$ cat src/rtl/fbat_pkg.sv
// shared types and constants for the flow byte accounting table
// no dependencies; imported by every module of the block except fbat_ram

package fbat_pkg;

	localparam int FLOW_ENTRIES_DEF = 64;

	localparam logic [15:0] IPV4_TYPE = 16'h0800;
	localparam logic [7:0]  PROTO_TCP = 8'd6;
	localparam logic [7:0]  PROTO_UDP = 8'd17;

	localparam int ADDR_KEY_W = 64;
	localparam int PP_KEY_W   = 40;
	localparam int KEY_W      = ADDR_KEY_W + PP_KEY_W;
	localparam int BYTES_W    = 32;
	localparam int LEN_W      = 16;
	localparam int SLOT_W     = 6;

	typedef struct packed {
		logic [15:0] ether_type;
		logic [31:0] source_address;
		logic [31:0] target_address;
		logic [7:0]  ip_protocol;
		logic [15:0] source_port;
		logic [15:0] target_port;
		logic [15:0] frame_length;
	} hdr_t;

	typedef struct packed {
		logic              counted;
		logic              new_flow;
		logic [SLOT_W-1:0] flow_slot;
		logic [31:0]       flow_bytes;
		logic              table_full;
	} res_t;

	typedef enum logic [1:0] {
		ST_IDLE,
		ST_SCAN,
		ST_UPDATE
	} state_t;

	typedef struct packed {
		logic load;     // take a new request into the datapath
		logic issue;    // read the entry at the scan index
		logic capture;  // remember the matching entry
		logic commit;   // update the table and load the result
	} cmd_t;

	typedef struct packed {
		logic more;     // entries left to read for this request
		logic inflight; // read data valid this cycle
		logic match;    // read data matches the key
		logic out_free; // result register can take a new result
	} status_t;

	function automatic logic [BYTES_W-1:0] add_sat(input logic [BYTES_W-1:0] a,
		input logic [LEN_W-1:0] b);
		logic [BYTES_W:0] s;
		s = {1'b0, a} + {{(BYTES_W + 1 - LEN_W){1'b0}}, b};
		return s[BYTES_W] ? {BYTES_W{1'b1}} : s[BYTES_W-1:0];
	endfunction

endpackage

$ cat src/rtl/fbat_ctrl.sv
// controller: sequences accept, linear scan and table update
// depends on fbat_pkg

module fbat_ctrl
	import fbat_pkg::*;
(
	input  logic    clk,
	input  logic    arst_n,
	input  logic    hdr_valid,
	output logic    hdr_stall,
	input  status_t status,
	output cmd_t    cmd
);

	state_t state_q, state_nxt;

	always_ff @(posedge clk or negedge arst_n) begin
		if (!arst_n) begin
			state_q <= ST_IDLE;
		end else begin
			state_q <= state_nxt;
		end
	end

	always_comb begin
		state_nxt = state_q;
		case (state_q)
			ST_IDLE: begin
				if (hdr_valid) begin
					state_nxt = ST_SCAN;
				end
			end
			ST_SCAN: begin
				if (status.inflight && status.match) begin
					state_nxt = ST_UPDATE;
				end else if (!status.more && !status.inflight) begin
					state_nxt = ST_UPDATE;
				end
			end
			ST_UPDATE: begin
				if (status.out_free) begin
					state_nxt = ST_IDLE;
				end
			end
			default: state_nxt = ST_IDLE;
		endcase
	end

	always_comb begin
		cmd       = '0;
		hdr_stall = 1'b1;
		case (state_q)
			ST_IDLE: begin
				hdr_stall = 1'b0;
				cmd.load  = hdr_valid;
			end
			ST_SCAN: begin
				cmd.capture = status.inflight && status.match;
				// stop reading once a hit shows up
				cmd.issue   = status.more && !cmd.capture;
			end
			ST_UPDATE: begin
				cmd.commit = status.out_free;
			end
			default: begin
				hdr_stall = 1'b1;
			end
		endcase
	end

endmodule

$ cat config.mk
export PLATFORM = sky130hd
export DESIGN_NAME = fbat_ctrl
export DESIGN_NICKNAME = d
export VERILOG_FILES = /design/src/rtl/fbat_pkg.sv /design/src/rtl/fbat_ctrl.sv
export SDC_FILE = /design/constraint.sdc
export NUM_CORES = 1
export LEC_CHECK = 0
export ABC_AREA = 0
export BUFFER_PORTS_ARGS = -buffer_cell sky130_fd_sc_hd__buf_2
export CAP_MARGIN = 20
export CORE_AREA = 4 4 41 43
export DETAILED_ROUTE_END_ITERATION = 16
export DIE_AREA = 0 0 45 47
export HOLD_SLACK_MARGIN = 0.12
export PLACE_DENSITY = 0.34
export SLEW_MARGIN = 10
export SYNTH_ARGS = -nofsm -noshare
export SYNTH_HDL_FRONTEND = slang
export SYNTH_SLANG_ARGS = --single-unit
$ cat constraint.sdc
create_clock -name clk -period 1.2 [get_ports clk]
set_input_delay 0.12 -clock clk [delete_from_list [all_inputs] [get_ports clk]]
set_output_delay 0.12 -clock clk [all_outputs]
set_load 0.005 [all_outputs]
==> results.sh <==
export IMPL_run_status="complete, no violations"
export IMPL_required_time_at_the_worst_slack_endpoint_ns=1.08
export IMPL_power_density_nw_per_um2=2160
export IMPL_viasPerCell=3.86
export IMPL_synth_seq_area_share_pct=34.5
export IMPL_boundaryPins=12
export IMPL_worst_r2r_path_depth=3
export IMPL_antenna_violations_before_repair=0
export IMPL_worstHoldPathType="primary input to flop"
export IMPL_place_gp_congestion=0.683
export IMPL_timing_clock_skew_ns=0.00408
export IMPL_netlist_top_cell_by_area="sky130_fd_sc_hd__dfrtp_1"
export IMPL_dpl_cell_count=42
export IMPL_drive_gt1_share_pct=60.0
export IMPL_timing_final_max_slew_violations=0
export IMPL_final_setup_tns_ns=0
export IMPL_design_final_nets=44
export IMPL_yosys_top_cells_area="sky130_fd_sc_hd__dfrtp_1 (34%), sky130_fd_sc_hd__nand2b_4 (9.5%), sky130_fd_sc_hd__nor2_1 (7.8%), sky130_fd_sc_hd__a32o_1 (6.9%), sky130_fd_sc_hd__a311oi_1 (6.0%)"
export IMPL_syn2layout_area_growth_pct=107
export IMPL_rrSetupSlack_ns=0.21
export IMPL_finalCriticalPeriod_ns=1.18
export IMPL_largest_register_ffs=2
export IMPL_post_synth_cell_types=13
export IMPL_io_buffers=11
export IMPL_wl_met2_um=196
export IMPL_post_synth_top_area_fraction_pct=34.5
export IMPL_finish_utilization_pct=23.1
export IMPL_first_pass_grt_wire_length_um=731
export IMPL_drt_pass1_iterations=2
export IMPL_antenna_diode_count=0
export IMPL_tritoncts_clock_tree="built"
export IMPL_cts_inserted_buffers=3
export IMPL_routed_length_on_met1_um=184
export IMPL_synth_seq_cells=2
export IMPL_worst_skew_pair_late_latency_ns=0.23
export IMPL_worst_endpoint_arrival_ns=1.06
export IMPL_hold_path_startpoint="hdr_valid"
export IMPL_cts_path_max_buffers=2
export IMPL_die_height_um=47
export IMPL_yosys_warnings=0
export IMPL_gr_usage_all_layers_pct=5.45
export IMPL_totalWireLength_um=471
export IMPL_syn_num_nets=23
export IMPL_route_detailed_wl_per_inst_um=9.42
export IMPL_rows=13
export IMPL_placed_cell_area_um2=219
export IMPL_drc=0
export IMPL_vdd_ir_drop_worst_v=0.000372
export IMPL_first_global_vias=197
export IMPL_clk_pin_slew_ns=0.03
export IMPL_p_leak_uw=0.000167
export IMPL_syn_instance_count=16
export IMPL_post_route_period_util_pct=98.7
export IMPL_timing_final_setup_violations=0
export IMPL_grt_remaining_overflow=0
export IMPL_fill_cells=155
export IMPL_path_class="flop to output pin"
export IMPL_critical_path_endpoint_type="output pin"
export IMPL_timing_rr_end="state_q[1]"
export IMPL_max_cap_violations=0
export IMPL_max_freq_mhz=844
export IMPL_chipWidth_um=45
export IMPL_initial_standard_cell_utilization_of_the_core_pct=11.2
export IMPL_worst_slew_slack_as_a_fraction_of_its_limit_pct=86.6
export IMPL_critPathCapture="cmd[3]"
export IMPL_synth_cells_most_frequent="sky130_fd_sc_hd__nor2_1 (3), sky130_fd_sc_hd__dfrtp_1 (2)"
export IMPL_top_layer="met4"
export IMPL_fp_coreArea_um2=1300
export IMPL_clk_root_buffer_cell="sky130_fd_sc_hd__clkbuf_4"
export IMPL_h_tree_depth=1
export IMPL_regToRegStartpoint="state_q[0]"
export IMPL_worstSetupStartpointType="flop"
export IMPL_hold_viol_final=0
export IMPL_finish_cell_count_without_fillers=50
export IMPL_number_of_drc_markers_in_iteration_0=3
export IMPL_most_repeated_cell_in_the_gate_level_netlist_after_synthesis="sky130_fd_sc_hd__nor2_1"
export IMPL_grt_max_degree=5
export IMPL_post_synth_edffs=0
export IMPL_biggestRegsByFlops="state_q (2)"
export IMPL_cts_sinks=2
export IMPL_drt_antenna_violating_nets=0
export IMPL_ys_async_sr_fraction_pct=100
export IMPL_synth_area_per_cell_um2=9.07
export IMPL_critical_path_peak_fanout=4
export IMPL_synth_main_ff_cell="sky130_fd_sc_hd__dfrtp_1"
export IMPL_dr_wl_met3_um=74
export IMPL_worstMarginPinSlew_ns=0.200
export IMPL_whs_ns=0.176
export IMPL_design_die_area_um2=2120
export IMPL_stdcell_area_um2=300
export IMPL_syn_area_um2=145
export IMPL_largest_register="state_q"
export IMPL_setup_repair_after_global_routing_missed_its_margin="yes"
export IMPL_num_vias=193
export IMPL_start_point_of_the_critical_path="state_q[1]"
-- cells in the final DEF (no fill, tap or decap) --
cell,count
sky130_fd_sc_hd__a32o_1,1
sky130_fd_sc_hd__and3_4,1
sky130_fd_sc_hd__clkbuf_4,3
sky130_fd_sc_hd__dlygate4sd3_1,1
sky130_fd_sc_hd__nand2_1,1
sky130_fd_sc_hd__dfrtp_1,2
sky130_fd_sc_hd__buf_6,2
sky130_fd_sc_hd__and3b_1,1
sky130_fd_sc_hd__nor2b_4,1
sky130_fd_sc_hd__nand2b_1,1
sky130_fd_sc_hd__or2_1,1
sky130_fd_sc_hd__buf_2,10
sky130_fd_sc_hd__nor2_1,3
sky130_fd_sc_hd__inv_1,1
sky130_fd_sc_hd__buf_4,3
sky130_fd_sc_hd__a311oi_1,1
sky130_fd_sc_hd__and3_1,1
sky130_fd_sc_hd__nand2b_4,1
-- stage by stage --
stage / total power [µW] / worst slack [ns]
after floorplan: 253 / 0.323
after global placement: 337 / 0.183
after detailed placement: 343 / 0.180
after CTS: 577 / -0.000543
after global routing: 706 / -0.0575
final: 648 / 0.0151
-- what timing repair did --
action,in CTS,in global routing
hold buffers,1,0
hold endpoints to repair,2,0
buffers inserted,2,2
gates resized for setup,1,3
setup endpoints to repair,3,4
pin swaps,1,1
-- metal layers --
layer  GRT usage (%)  vias up
met1            4.77       84
met2            8.19       13
met4            8.77        0
met3            1.53        2
li1                -       94
met5               0        -
-- power by group --
group          internal [µW]  leakage [µW]  switching [µW]
combinational            231      0.000128             124
sequential               102     0.0000250            39.0
clock                    111     0.0000138            41.8
total                    444      0.000167             204
-- cell type report --
type	count	area, µm²	area share [%]
repair buffers	16	105	35.0
multi-input cells	13	100	33.3
flip-flops and latches	2	50.0	16.7
clock buffers	3	22.5	7.50
well taps	15	18.8	6.25
inverters	1	3.75	1.25
-- how the worst min path moves through the flow --
stage | cells after the start | end
global route | 3 | state_q[0]
global placement | 1 | state_q[0]
floorplan | 0 | state_q[0]
finish | 3 | state_q[0]
detailed placement | 1 | state_q[0]
CTS | 3 | state_q[0]
-- cell families after synthesis --
family,count (synthesis),synth area share [%]
flops,2,34.5
simple gates,11,50.0
compound gates,2,12.9
buf+inv,1,2.58
-- critical path, stage by stage, from the launching register on --
cell                      delay [ns]
sky130_fd_sc_hd__dfrtp_1        0.41
sky130_fd_sc_hd__or2_1          0.24
sky130_fd_sc_hd__nor2_1         0.08
sky130_fd_sc_hd__buf_2          0.11
No activity file was read; power rests on OpenSTA's default activity.
